### config.mk
export PLATFORM = sky130hd
export DESIGN_NAME = polyphonic_voice_allocator_unit
export DESIGN_NICKNAME = d
export VERILOG_FILES = /design/src/hw/rtl/pva_pkg.sv /design/src/hw/rtl/pva_front.sv /design/src/hw/rtl/pva_engine.sv /design/src/hw/rtl/polyphonic_voice_allocator_unit.sv
export SDC_FILE = /design/constraint.sdc
export NUM_CORES = 2
export LEC_CHECK = 0
export BUFFER_PORTS_ARGS = -buffer_cell sky130_fd_sc_hd__buf_2
export CORE_MARGIN = 4
export CORE_UTILIZATION = 50
export CTS_CLUSTER_SIZE = 40
export DETAILED_ROUTE_END_ITERATION = 7
export HOLD_SLACK_MARGIN = 0.12
export PLACE_DENSITY = 0.65
export SLEW_MARGIN = 20
export SYNTH_ARGS = -nofsm -noshare
export SYNTH_HDL_FRONTEND = slang
export SYNTH_HIERARCHICAL = 1
export SYNTH_SLANG_ARGS = --single-unit
### constraint.sdc
create_clock -name clock -period 13.4 [get_ports clock]
set_input_delay 0.67 -clock clock [delete_from_list [all_inputs] [get_ports clock]]
set_output_delay 0.67 -clock clock [all_outputs]
set_load 0.1 [all_outputs]
### src/hw/rtl/pva_pkg.sv
// Shared types and codes for the polyphonic voice allocator.
// No dependencies.
package pva_pkg;

   localparam int NUM_VOICES_DEF = 32;
   localparam int QUEUE_DEPTH    = 2;
   localparam logic [5:0] LIMIT_RESET = 6'd10;
   localparam logic [6:0] PEDAL_HOLD  = 7'h40;

   localparam logic [2:0] FUNC_NOTE_ON  = 3'd0;
   localparam logic [2:0] FUNC_NOTE_OFF = 3'd1;
   localparam logic [2:0] FUNC_PEDAL    = 3'd2;
   localparam logic [2:0] FUNC_TICK     = 3'd3;
   localparam logic [2:0] FUNC_FINISHED = 3'd4;
   localparam logic [2:0] FUNC_CLEAR    = 3'd5;

   localparam logic [2:0] EV_DONE    = 3'd0;
   localparam logic [2:0] EV_ALLOC   = 3'd1;
   localparam logic [2:0] EV_GATE    = 3'd2;
   localparam logic [2:0] EV_RETIRED = 3'd3;
   localparam logic [2:0] EV_FULL    = 3'd4;

   localparam logic [1:0] GATE_OFF   = 2'd0;
   localparam logic [1:0] GATE_ON    = 2'd1;
   localparam logic [1:0] GATE_PEDAL = 2'd2;

   typedef enum logic [2:0] {
      OP_NOTE_ON, OP_NOTE_OFF, OP_PEDAL, OP_TICK, OP_FINISHED, OP_CLEAR, OP_NOP
   } op_type;

   typedef struct packed {
      op_type     op;
      logic [6:0] note_key;
      logic [6:0] pedal_value;
      logic [4:0] voice_slot;
   } cmd_type;

   typedef struct packed {
      logic [2:0] ev;
      logic [4:0] slot;
      logic [6:0] key;
      logic [1:0] gate;
   } res_type;

   typedef enum logic [4:0] {
      ST_IDLE, ST_SCAN_ON, ST_EXEC_ON, ST_ON_ALLOC, ST_SCAN_OFF,
      ST_DEC_CHK, ST_DEC_SCAN, ST_HELD_CHK, ST_HELD_SCAN, ST_RETIRE,
      ST_GATE, ST_RETIRE_ONE, ST_CLEAR, ST_FINISH, ST_DRAIN_RD, ST_DRAIN_LD
   } state_type;

endpackage

### src/hw/rtl/pva_front.sv
// Front end: accepts request transactions, classifies them and queues commands.
// Depends on pva_pkg.
module pva_front (
   input  logic             clock,
   input  logic             reset,
   input  logic             req_tvalid,
   output logic             req_tready,
   input  logic [23:0]      req_tdata,
   output logic             cmd_valid,
   input  logic             cmd_pop,
   output pva_pkg::cmd_type cmd
);
   import pva_pkg::*;

   cmd_type    q_ff [QUEUE_DEPTH];
   logic [1:0] cnt_ff, cnt_in;
   logic       push;
   cmd_type    dec;

   always_comb begin
      case (req_tdata[2:0])
         FUNC_NOTE_ON:  dec.op = OP_NOTE_ON;
         FUNC_NOTE_OFF: dec.op = OP_NOTE_OFF;
         FUNC_PEDAL:    dec.op = OP_PEDAL;
         FUNC_TICK:     dec.op = OP_TICK;
         FUNC_FINISHED: dec.op = OP_FINISHED;
         FUNC_CLEAR:    dec.op = OP_CLEAR;
         default:       dec.op = OP_NOP;
      endcase
      dec.note_key    = req_tdata[9:3];
      dec.pedal_value = req_tdata[16:10];
      dec.voice_slot  = req_tdata[21:17];
   end

   assign req_tready = (cnt_ff != 2'(QUEUE_DEPTH));
   assign push       = req_tvalid & req_tready;
   assign cmd_valid  = (cnt_ff != 2'd0);
   assign cmd        = q_ff[0];

   always_comb begin
      cnt_in = cnt_ff + 2'(push) - 2'(cmd_pop);
   end

   always_ff @(posedge clock) begin
      if (reset) begin
         cnt_ff <= 2'd0;
      end else begin
         cnt_ff <= cnt_in;
      end
   end

   always_ff @(posedge clock) begin
      if (cmd_pop) begin
         q_ff[0] <= (push && cnt_ff == 2'd1) ? dec : q_ff[1];
         if (push && cnt_ff == 2'd2) begin
            q_ff[1] <= dec;
         end
      end else if (push) begin
         q_ff[cnt_ff[0]] <= dec;
      end
   end

endmodule

### src/hw/rtl/pva_engine.sv
// Back end: voice table, sequencer, result buffer and response register.
// Depends on pva_pkg.
module pva_engine #(
   parameter int NUM_VOICES = pva_pkg::NUM_VOICES_DEF
) (
   input  logic             clock,
   input  logic             reset,
   input  logic [5:0]       voice_limit,
   input  logic             cmd_valid,
   output logic             cmd_pop,
   input  pva_pkg::cmd_type cmd,
   output logic             rsp_tvalid,
   input  logic             rsp_tready,
   output logic [31:0]      rsp_tdata,
   output logic             rsp_tlast
);
   import pva_pkg::*;

   localparam int SW = $clog2(NUM_VOICES);
   localparam int CW = $clog2(NUM_VOICES + 1);
   localparam int RD = NUM_VOICES + 2;
   localparam int AW = $clog2(RD);
   localparam int WW = $clog2(RD + 1);

   state_type state_ff, state_in;
   logic [NUM_VOICES-1:0] valid_ff, valid_in, decay_ff, decay_in;
   logic [1:0]  gate_ff  [NUM_VOICES];
   logic [1:0]  gate_in  [NUM_VOICES];
   logic [6:0]  key_ff   [NUM_VOICES];
   logic [6:0]  key_in   [NUM_VOICES];
   logic [15:0] stamp_ff [NUM_VOICES];
   logic [15:0] stamp_in [NUM_VOICES];

   cmd_type     cmd_ff, cmd_in;
   logic [SW-1:0] idx_ff, idx_in, fr_ff, fr_in, old_ff, old_in, best_ff, best_in;
   logic        frf_ff, frf_in, oldf_ff, oldf_in, bestf_ff, bestf_in;
   logic        bdec_ff, bdec_in;
   logic [15:0] bage_ff, bage_in, ctr_ff, ctr_in;
   logic [6:0]  bkey_ff, bkey_in, ped_ff, ped_in;
   logic [CW-1:0] held_ff, held_in, dcnt_ff, dcnt_in;
   logic [WW-1:0] wcnt_ff, wcnt_in;
   logic [AW-1:0] rptr_ff, rptr_in;
   res_type     mem [RD];
   res_type     rdata_ff, wr_data;
   logic        wr_en;
   res_type     out_ff, out_in;
   logic [5:0]  oheld_ff, oheld_in, odec_ff, odec_in;
   logic        ovalid_ff, ovalid_in, olast_ff, olast_in;

   logic        last_idx, cur_valid, cur_dec, key_hit, take_best, over, out_free;
   logic [15:0] age;
   logic [7:0]  tot;
   logic [1:0]  cur_gate;

   assign last_idx  = (idx_ff == SW'(NUM_VOICES - 1));
   assign cur_valid = valid_ff[idx_ff];
   assign cur_dec   = decay_ff[idx_ff];
   assign cur_gate  = gate_ff[idx_ff];
   assign key_hit   = cur_valid & ~cur_dec & (key_ff[idx_ff] == cmd_ff.note_key);
   assign age       = ctr_ff - stamp_ff[idx_ff];
   assign tot       = 8'(held_ff) + 8'(dcnt_ff);
   assign over      = tot > 8'(voice_limit);
   assign out_free  = ~ovalid_ff | rsp_tready;
   assign take_best = cur_valid & (cur_dec == (state_ff == ST_DEC_SCAN)) &
                      (~bestf_ff | ((state_ff == ST_DEC_SCAN) ? (age < bage_ff)
                                                              : (age > bage_ff)));
   assign cmd_pop   = (state_ff == ST_IDLE) & cmd_valid;

   // next state
   always_comb begin
      state_in = state_ff;
      case (state_ff)
         ST_IDLE: begin
            if (cmd_valid) begin
               case (cmd.op)
                  OP_NOTE_ON:  state_in = ST_SCAN_ON;
                  OP_NOTE_OFF: state_in = ST_SCAN_OFF;
                  OP_TICK:     state_in = (voice_limit != 6'd0 && over) ? ST_DEC_CHK
                                                                        : ST_GATE;
                  OP_FINISHED: state_in = ST_RETIRE_ONE;
                  OP_CLEAR:    state_in = ST_CLEAR;
                  default:     state_in = ST_FINISH;
               endcase
            end
         end
         ST_SCAN_ON:    if (last_idx) state_in = ST_EXEC_ON;
         ST_EXEC_ON:    state_in = frf_ff ? ST_ON_ALLOC : ST_FINISH;
         ST_ON_ALLOC:   state_in = ST_FINISH;
         ST_SCAN_OFF:   if (key_hit || last_idx) state_in = ST_FINISH;
         ST_DEC_CHK:    state_in = (dcnt_ff != '0 && over) ? ST_DEC_SCAN : ST_HELD_CHK;
         ST_DEC_SCAN:   if (last_idx) state_in = (bestf_ff | take_best) ? ST_RETIRE
                                                                        : ST_HELD_CHK;
         ST_HELD_CHK:   state_in = (8'(held_ff) > 8'(voice_limit)) ? ST_HELD_SCAN
                                                                   : ST_GATE;
         ST_HELD_SCAN:  if (last_idx) state_in = (bestf_ff | take_best) ? ST_RETIRE
                                                                        : ST_GATE;
         ST_RETIRE:     state_in = bdec_ff ? ST_DEC_CHK : ST_HELD_CHK;
         ST_GATE:       if (ped_ff >= PEDAL_HOLD || last_idx) state_in = ST_FINISH;
         ST_RETIRE_ONE: state_in = ST_FINISH;
         ST_CLEAR:      if (last_idx) state_in = ST_FINISH;
         ST_FINISH:     state_in = ST_DRAIN_RD;
         ST_DRAIN_RD:   state_in = ST_DRAIN_LD;
         ST_DRAIN_LD: begin
            if (out_free) begin
               state_in = (WW'(rptr_ff) + 1'b1 == wcnt_ff) ? ST_IDLE : ST_DRAIN_RD;
            end
         end
         default:       state_in = ST_IDLE;
      endcase
   end

   // datapath
   always_comb begin
      valid_in = valid_ff;
      decay_in = decay_ff;
      gate_in  = gate_ff;
      key_in   = key_ff;
      stamp_in = stamp_ff;
      cmd_in   = cmd_ff;
      idx_in   = idx_ff;
      fr_in    = fr_ff;
      frf_in   = frf_ff;
      old_in   = old_ff;
      oldf_in  = oldf_ff;
      best_in  = best_ff;
      bestf_in = bestf_ff;
      bage_in  = bage_ff;
      bkey_in  = bkey_ff;
      bdec_in  = bdec_ff;
      ctr_in   = ctr_ff;
      ped_in   = ped_ff;
      held_in  = held_ff;
      dcnt_in  = dcnt_ff;
      wcnt_in  = wcnt_ff;
      rptr_in  = rptr_ff;
      out_in   = out_ff;
      oheld_in = oheld_ff;
      odec_in  = odec_ff;
      olast_in = olast_ff;
      ovalid_in = ovalid_ff & ~rsp_tready;
      wr_en    = 1'b0;
      wr_data  = '0;

      case (state_ff)
         ST_IDLE: begin
            if (cmd_valid) begin
               cmd_in  = cmd;
               idx_in  = '0;
               frf_in  = 1'b0;
               oldf_in = 1'b0;
               if (cmd.op == OP_PEDAL) ped_in = cmd.pedal_value;
               if (cmd.op == OP_FINISHED) idx_in = SW'(32'(cmd.voice_slot));
            end
         end
         ST_SCAN_ON: begin
            if (!cur_valid && !frf_ff) begin
               frf_in = 1'b1;
               fr_in  = idx_ff;
            end
            if (key_hit && !oldf_ff) begin
               oldf_in = 1'b1;
               old_in  = idx_ff;
            end
            idx_in = idx_ff + 1'b1;
         end
         ST_EXEC_ON: begin
            wr_en = 1'b1;
            if (!frf_ff) begin
               wr_data = '{EV_FULL, 5'd0, cmd_ff.note_key, GATE_OFF};
            end else if (oldf_ff) begin
               decay_in[old_ff] = 1'b1;
               gate_in[old_ff]  = GATE_OFF;
               stamp_in[old_ff] = ctr_ff;
               ctr_in  = ctr_ff + 16'd1;
               if (held_ff != '0) held_in = held_ff - 1'b1;
               dcnt_in = dcnt_ff + 1'b1;
               wr_data = '{EV_GATE, 5'(old_ff), cmd_ff.note_key, GATE_OFF};
            end else begin
               wr_en = 1'b0;
            end
         end
         ST_ON_ALLOC: begin
            valid_in[fr_ff] = 1'b1;
            decay_in[fr_ff] = 1'b0;
            key_in[fr_ff]   = cmd_ff.note_key;
            gate_in[fr_ff]  = GATE_ON;
            stamp_in[fr_ff] = oldf_ff ? ctr_ff : ctr_ff;
            ctr_in  = ctr_ff + 16'd1;
            held_in = held_ff + 1'b1;
            wr_en   = 1'b1;
            wr_data = '{EV_ALLOC, 5'(fr_ff), cmd_ff.note_key, GATE_ON};
         end
         ST_SCAN_OFF: begin
            if (key_hit) begin
               gate_in[idx_ff] = (ped_ff != 7'd0) ? GATE_PEDAL : GATE_OFF;
               wr_en   = 1'b1;
               wr_data = '{EV_GATE, 5'(idx_ff), cmd_ff.note_key,
                           (ped_ff != 7'd0) ? GATE_PEDAL : GATE_OFF};
            end
            idx_in = idx_ff + 1'b1;
         end
         ST_DEC_CHK, ST_HELD_CHK: begin
            idx_in   = '0;
            bestf_in = 1'b0;
         end
         ST_DEC_SCAN, ST_HELD_SCAN: begin
            if (take_best) begin
               bestf_in = 1'b1;
               best_in  = idx_ff;
               bage_in  = age;
               bkey_in  = key_ff[idx_ff];
               bdec_in  = cur_dec;
            end
            idx_in = last_idx ? '0 : idx_ff + 1'b1;
         end
         ST_RETIRE: begin
            if (bdec_ff) begin
               if (dcnt_ff != '0) dcnt_in = dcnt_ff - 1'b1;
            end else if (held_ff != '0) begin
               held_in = held_ff - 1'b1;
            end
            valid_in[best_ff] = 1'b0;
            decay_in[best_ff] = 1'b0;
            gate_in[best_ff]  = GATE_OFF;
            wr_en   = 1'b1;
            wr_data = '{EV_RETIRED, 5'(best_ff), bkey_ff, GATE_OFF};
            idx_in  = '0;
         end
         ST_GATE: begin
            if (ped_ff < PEDAL_HOLD && cur_valid && cur_gate == GATE_PEDAL) begin
               gate_in[idx_ff] = GATE_OFF;
               wr_en   = 1'b1;
               wr_data = '{EV_GATE, 5'(idx_ff), key_ff[idx_ff], GATE_OFF};
            end
            idx_in = idx_ff + 1'b1;
         end
         ST_RETIRE_ONE, ST_CLEAR: begin
            if (cur_valid && (state_ff == ST_CLEAR ||
                              32'(cmd_ff.voice_slot) < NUM_VOICES)) begin
               if (cur_dec) begin
                  if (dcnt_ff != '0) dcnt_in = dcnt_ff - 1'b1;
               end else if (held_ff != '0) begin
                  held_in = held_ff - 1'b1;
               end
               valid_in[idx_ff] = 1'b0;
               decay_in[idx_ff] = 1'b0;
               gate_in[idx_ff]  = GATE_OFF;
               wr_en   = 1'b1;
               wr_data = '{EV_RETIRED, 5'(idx_ff), key_ff[idx_ff], GATE_OFF};
            end
            if (state_ff == ST_CLEAR) begin
               idx_in = idx_ff + 1'b1;
               if (last_idx) begin
                  held_in = '0;
                  dcnt_in = '0;
               end
            end
         end
         ST_FINISH: begin
            if (wcnt_ff == '0) begin
               wr_en   = 1'b1;
               wr_data = '{EV_DONE, 5'd0, 7'd0, GATE_OFF};
            end
            rptr_in = '0;
         end
         ST_DRAIN_LD: begin
            if (out_free) begin
               out_in    = rdata_ff;
               oheld_in  = 6'(held_ff);
               odec_in   = 6'(dcnt_ff);
               olast_in  = (WW'(rptr_ff) + 1'b1 == wcnt_ff);
               ovalid_in = 1'b1;
               rptr_in   = rptr_ff + 1'b1;
               if (WW'(rptr_ff) + 1'b1 == wcnt_ff) wcnt_in = '0;
            end
         end
         default: begin
         end
      endcase

      if (wr_en) wcnt_in = wcnt_ff + 1'b1;
   end

   always_ff @(posedge clock) begin
      if (reset) begin
         state_ff  <= ST_IDLE;
         valid_ff  <= '0;
         decay_ff  <= '0;
         gate_ff   <= '{default: GATE_OFF};
         ctr_ff    <= '0;
         ped_ff    <= '0;
         held_ff   <= '0;
         dcnt_ff   <= '0;
         wcnt_ff   <= '0;
         ovalid_ff <= 1'b0;
      end else begin
         state_ff  <= state_in;
         valid_ff  <= valid_in;
         decay_ff  <= decay_in;
         gate_ff   <= gate_in;
         ctr_ff    <= ctr_in;
         ped_ff    <= ped_in;
         held_ff   <= held_in;
         dcnt_ff   <= dcnt_in;
         wcnt_ff   <= wcnt_in;
         ovalid_ff <= ovalid_in;
      end
   end

   always_ff @(posedge clock) begin
      key_ff   <= key_in;
      stamp_ff <= stamp_in;
      cmd_ff   <= cmd_in;
      idx_ff   <= idx_in;
      fr_ff    <= fr_in;
      frf_ff   <= frf_in;
      old_ff   <= old_in;
      oldf_ff  <= oldf_in;
      best_ff  <= best_in;
      bestf_ff <= bestf_in;
      bage_ff  <= bage_in;
      bkey_ff  <= bkey_in;
      bdec_ff  <= bdec_in;
      rptr_ff  <= rptr_in;
      out_ff   <= out_in;
      oheld_ff <= oheld_in;
      odec_ff  <= odec_in;
      olast_ff <= olast_in;
   end

   always_ff @(posedge clock) begin
      if (wr_en) begin
         mem[wcnt_ff[AW-1:0]] <= wr_data;
      end
      rdata_ff <= mem[rptr_ff];
   end

   assign rsp_tvalid = ovalid_ff;
   assign rsp_tlast  = olast_ff;
   assign rsp_tdata  = {3'b000, odec_ff, oheld_ff, out_ff.gate, out_ff.key,
                        out_ff.slot, out_ff.ev};

endmodule

### src/hw/rtl/polyphonic_voice_allocator_unit.sv
// Flow: pedal and unused commands pass through the finish state, a result-buffer read and
// the response register; note-on and clear first walk the voice table, note-off walks it until
// the key is found, finish retires its slot directly, and a window tick scans once per evicted
// voice, then walks the table to release pedal gates; results then drain one at a time.
// Throughput: one command at a time in the sequencer; two more wait in the queue.
// Reset: synchronous; voice table empty, counters and pedal zero, voice_limit 10.
module polyphonic_voice_allocator_unit #(
   parameter int NUM_VOICES = pva_pkg::NUM_VOICES_DEF
) (
   input  logic        clock,
   input  logic        reset,
   input  logic        req_tvalid,
   output logic        req_tready,
   input  logic [23:0] req_tdata,   // func, note_key, pedal_value, voice_slot
   output logic        rsp_tvalid,
   input  logic        rsp_tready,
   output logic [31:0] rsp_tdata,   // event_res, slot_out, key_out, gate,
                                    // held_total, decaying_total
   output logic        rsp_tlast,
   input  logic        csr_we,
   input  logic [5:0]  csr_wdata
);
   import pva_pkg::*;

   logic [5:0] limit_ff;
   logic       cmd_valid, cmd_pop;
   cmd_type    cmd;

   always_ff @(posedge clock) begin
      if (reset) begin
         limit_ff <= LIMIT_RESET;
      end else if (csr_we) begin
         limit_ff <= csr_wdata;
      end
   end

   pva_front u_front (
      .clock      (clock),
      .reset      (reset),
      .req_tvalid (req_tvalid),
      .req_tready (req_tready),
      .req_tdata  (req_tdata),
      .cmd_valid  (cmd_valid),
      .cmd_pop    (cmd_pop),
      .cmd        (cmd)
   );

   pva_engine #(.NUM_VOICES(NUM_VOICES)) u_engine (
      .clock       (clock),
      .reset       (reset),
      .voice_limit (limit_ff),
      .cmd_valid   (cmd_valid),
      .cmd_pop     (cmd_pop),
      .cmd         (cmd),
      .rsp_tvalid  (rsp_tvalid),
      .rsp_tready  (rsp_tready),
      .rsp_tdata   (rsp_tdata),
      .rsp_tlast   (rsp_tlast)
   );

endmodule

==> flow_summary.ini <==
[worst_hold_path]
min_path_cells = 1
hold_end = u_front/q_ff[1][3]
min_from = req_tdata[20]
hp-class = in -> reg

[cts]
post_cts_buffers = 0
cts_hold_buffers = 26
path_clk_slew_ps = 60
tritoncts_num_sinks = 1647
cts-root-buf = clkbuf_16
clkLatencyLatePin_ps = 810
tritoncts = done
cts-buffers-inserted = 171
cts_buffer_depth = 3
cts-resized-gates = 0
h-tree-depth = 4

[sta]
timing.fmax_mhz = 124.4
max_slew_margin_pct = 18.55
post-route-min-period_ps = 8037
maxSlewViolCount = 0
setup_viol = 0
rsz0062_at_grt = no
worst_pin_slew_ps = 1217
skew_ps = 56.33
hold_viol_final = 0
period_share_pct = 59.98
tns_ps = 0

[global_route]
grt_usage_pct = 26.78
grt_pass1_wl_um = 300600
grt_antenna_before_repair = 15
grt_pass1_vias = 44020
overflow = 0
grt_max_degree = 112

[final_layout]
drive_above_1_share_pct = 19.53
nNetsFinal = 5109
fin_area_sq_um = 81740
area_delta_synth_final_pct = 11.66
fill_cells = 11390

[critical_path]
cp_max_fo = 84
end_kind = flip-flop
worstReg2RegEnd = u_engine/bage_ff[13]
start_kind = flip-flop
worstReg2RegStart = u_engine/idx_ff[0]
cp.required_ps = 13840
arrival_ps = 8480
crit_type = reg -> reg
reg2regPathDepth = 24
r2r_setup_slack_ps = 5360

[drt]
post_drt_wl_per_cell_um = 29.02
drt_iter0_drc = 5702
first_pass_iters = 8
num_vias = 44980
remaining_drc_errors = 0
ant_nets = 0
drt_wl_total_um = 205200
vias_per_cell = 6.361

[placed_design]
place.gp.congestion = 0.9275
dpl.hpwl_um = 124100
place_area_sq_um = 75790
io_buffer_count = 64

[yosys]
synthArstFlopShare_pct = 0
synth_area_sq_um = 73200
yosysWarningCount = 6
syn-mean-instance-area_sq_um = 14.82
ys_types = 99
synth_seq_cells = 1647
synth_flop_cell = edfxtp_1
seq_area_frac_synth_pct = 64.84
synth_edf_count = 1448
synthCells = 4941

[die]
dieWidth_um = 390.6
dieArea_sq_um = 152600
rows = 140
pin_count = 70
start_util_pct = 50.29
die_height_um = 390.6
core_sq_um = 145600

[pwr]
ir_drop_mv = 0.1298
p_per_area_nw_per_um2 = 171.1
power_leakage_nw = 27.93

[outcome]
status = completed

[flow_run]
maxCapViolations = 0
## layer usage
metal	vias up	GRT usage, %	share of wire [%]
met2	2382	41.29	46
met5	-	0	0.013
li1	19140	-	-
met1	22920	37.98	40
met3	530	5.423	9.4
met4	4	9.928	4.0
## synth_stat cells, drive strengths merged, types with 90 or more instances
cell type     n  area share, %
edfxtp     1448             59
and2        369            3.2
mux4        302            9.3
nor2        280            1.5
clkbuf      270            1.4
nand2       234            1.2
nor2b       227            1.9
dfxtp       199            5.4
a21oi       195            1.8
o21ai       176            1.2
mux2i       168            2.3
buf         104            1.0
o22ai        90           0.77
## worst max-delay path by stage
stage                                  start                    to  slack, ps  cells after the start
final                     u_engine/idx_ff[0]  u_engine/bage_ff[13]       5360                     24
after global routing      u_engine/idx_ff[0]   u_engine/best_ff[2]       4810                     24
after CTS                 u_engine/idx_ff[0]   u_engine/best_ff[4]       5090                     24
after detailed placement  u_engine/idx_ff[0]  u_engine/bage_ff[10]       5110                     24
after global placement    u_engine/idx_ff[0]  u_engine/bage_ff[13]       5070                     24
after floorplan           u_engine/idx_ff[0]   u_engine/bage_ff[0]       4230                     25
## cells in the final DEF (no fill, tap or decap), types with 25 or more instances in the layout
cell,n
a211oi_1,42
a21o_1,29
a21oi_1,157
a21oi_4,29
a22oi_1,65
a32o_1,31
and2_1,368
and3_1,30
buf_2,63
buf_4,170
clkbuf_1,36
clkbuf_16,175
clkinv_1,27
clkinv_2,33
dfxtp_1,199
dlygate4sd3_1,26
edfxtp_1,1448
ha_1,68
inv_1,55
mux2_2,33
mux2i_1,168
mux4_2,302
nand2_1,226
nand3_1,76
nor2_1,253
nor2b_1,218
nor3_1,41
o21ai_0,171
o22ai_1,89
xor2_1,25
## through the flow
stage,util (%),power [mW],hold WS [ps],worst slack (ps),instances
6_report,56.15,13.98,236.9,5363,7070
5_1_grt,56.15,14.49,198.8,4813,7067
4_1_cts,56.12,14.00,176.1,5087,7067
3_5_place_dp,52.06,9.289,391.9,5108,6722
3_3_place_gp,52.06,9.256,390.1,5068,6722
2_1_floorplan,-,8.303,385.5,4228,4943
## state kept, by name, summed over array words and instances (netlist names), 16 cells and up
name / cells
u_engine/stamp_ff: 512
u_engine/rdata_ff: 17
u_engine/rsp_tdata: 17
u_engine/mem: 578
u_engine/valid_ff: 32
u_front/q_ff: 44
u_engine/decay_ff: 32
u_engine/ctr_ff: 16
u_engine/gate_ff: 64
u_engine/bage_ff: 16
u_engine/key_ff: 224
## power breakdown
part           switching, mW  internal [mW]  leakage [nW]
Combinational           2.20           1.02          9.27
Clock                   2.02           2.70          2.76
Sequential             0.105           5.94          15.9
Total                   4.33           9.66          27.9
## critical path, cell delays in order, from the launching register on
cell	delay, ps
edfxtp_1	950
buf_12	570
mux4_2	590
a22o_1	260
a221oi_1	540
and3_1	270
ha_1	250
a21o_1	190
a21oi_1	210
o21bai_1	130
a211o_1	330
a31o_2	260
nor2b_1	150
o31ai_1	120
a21oi_1	200
xnor2_1	100
ha_1	290
nand3_1	100
nor2_1	110
nand2_1	90
o221a_2	300
o31ai_1	220
nor3_1	200
nor4_4	620
buf_4	440
## logic make-up after synthesis
group | share of synthesized area, %
fa+ha+maj | 1.217
flops | 64.84
xor+xnor | 0.5623
simple gates | 10.56
compound gates | 7.560
mux | 12.57
other cells | 0.005123
buf+inv | 2.690
## final cells by class
type / count / area, sq um / area share [%]
inverter: 60 / 225.2 / 0.2755
clock buffer: 230 / 4776 / 5.843
tap: 1917 / 2399 / 2.935
clock inverter: 89 / 872.1 / 1.067
sequential: 1647 / 47470 / 58.07
antenna: 3 / 7.507 / 0.009185
multi-input combinational: 2862 / 24080 / 29.46
timing repair buffer: 262 / 1912 / 2.339
No activity file was read; power rests on OpenSTA's default activity.
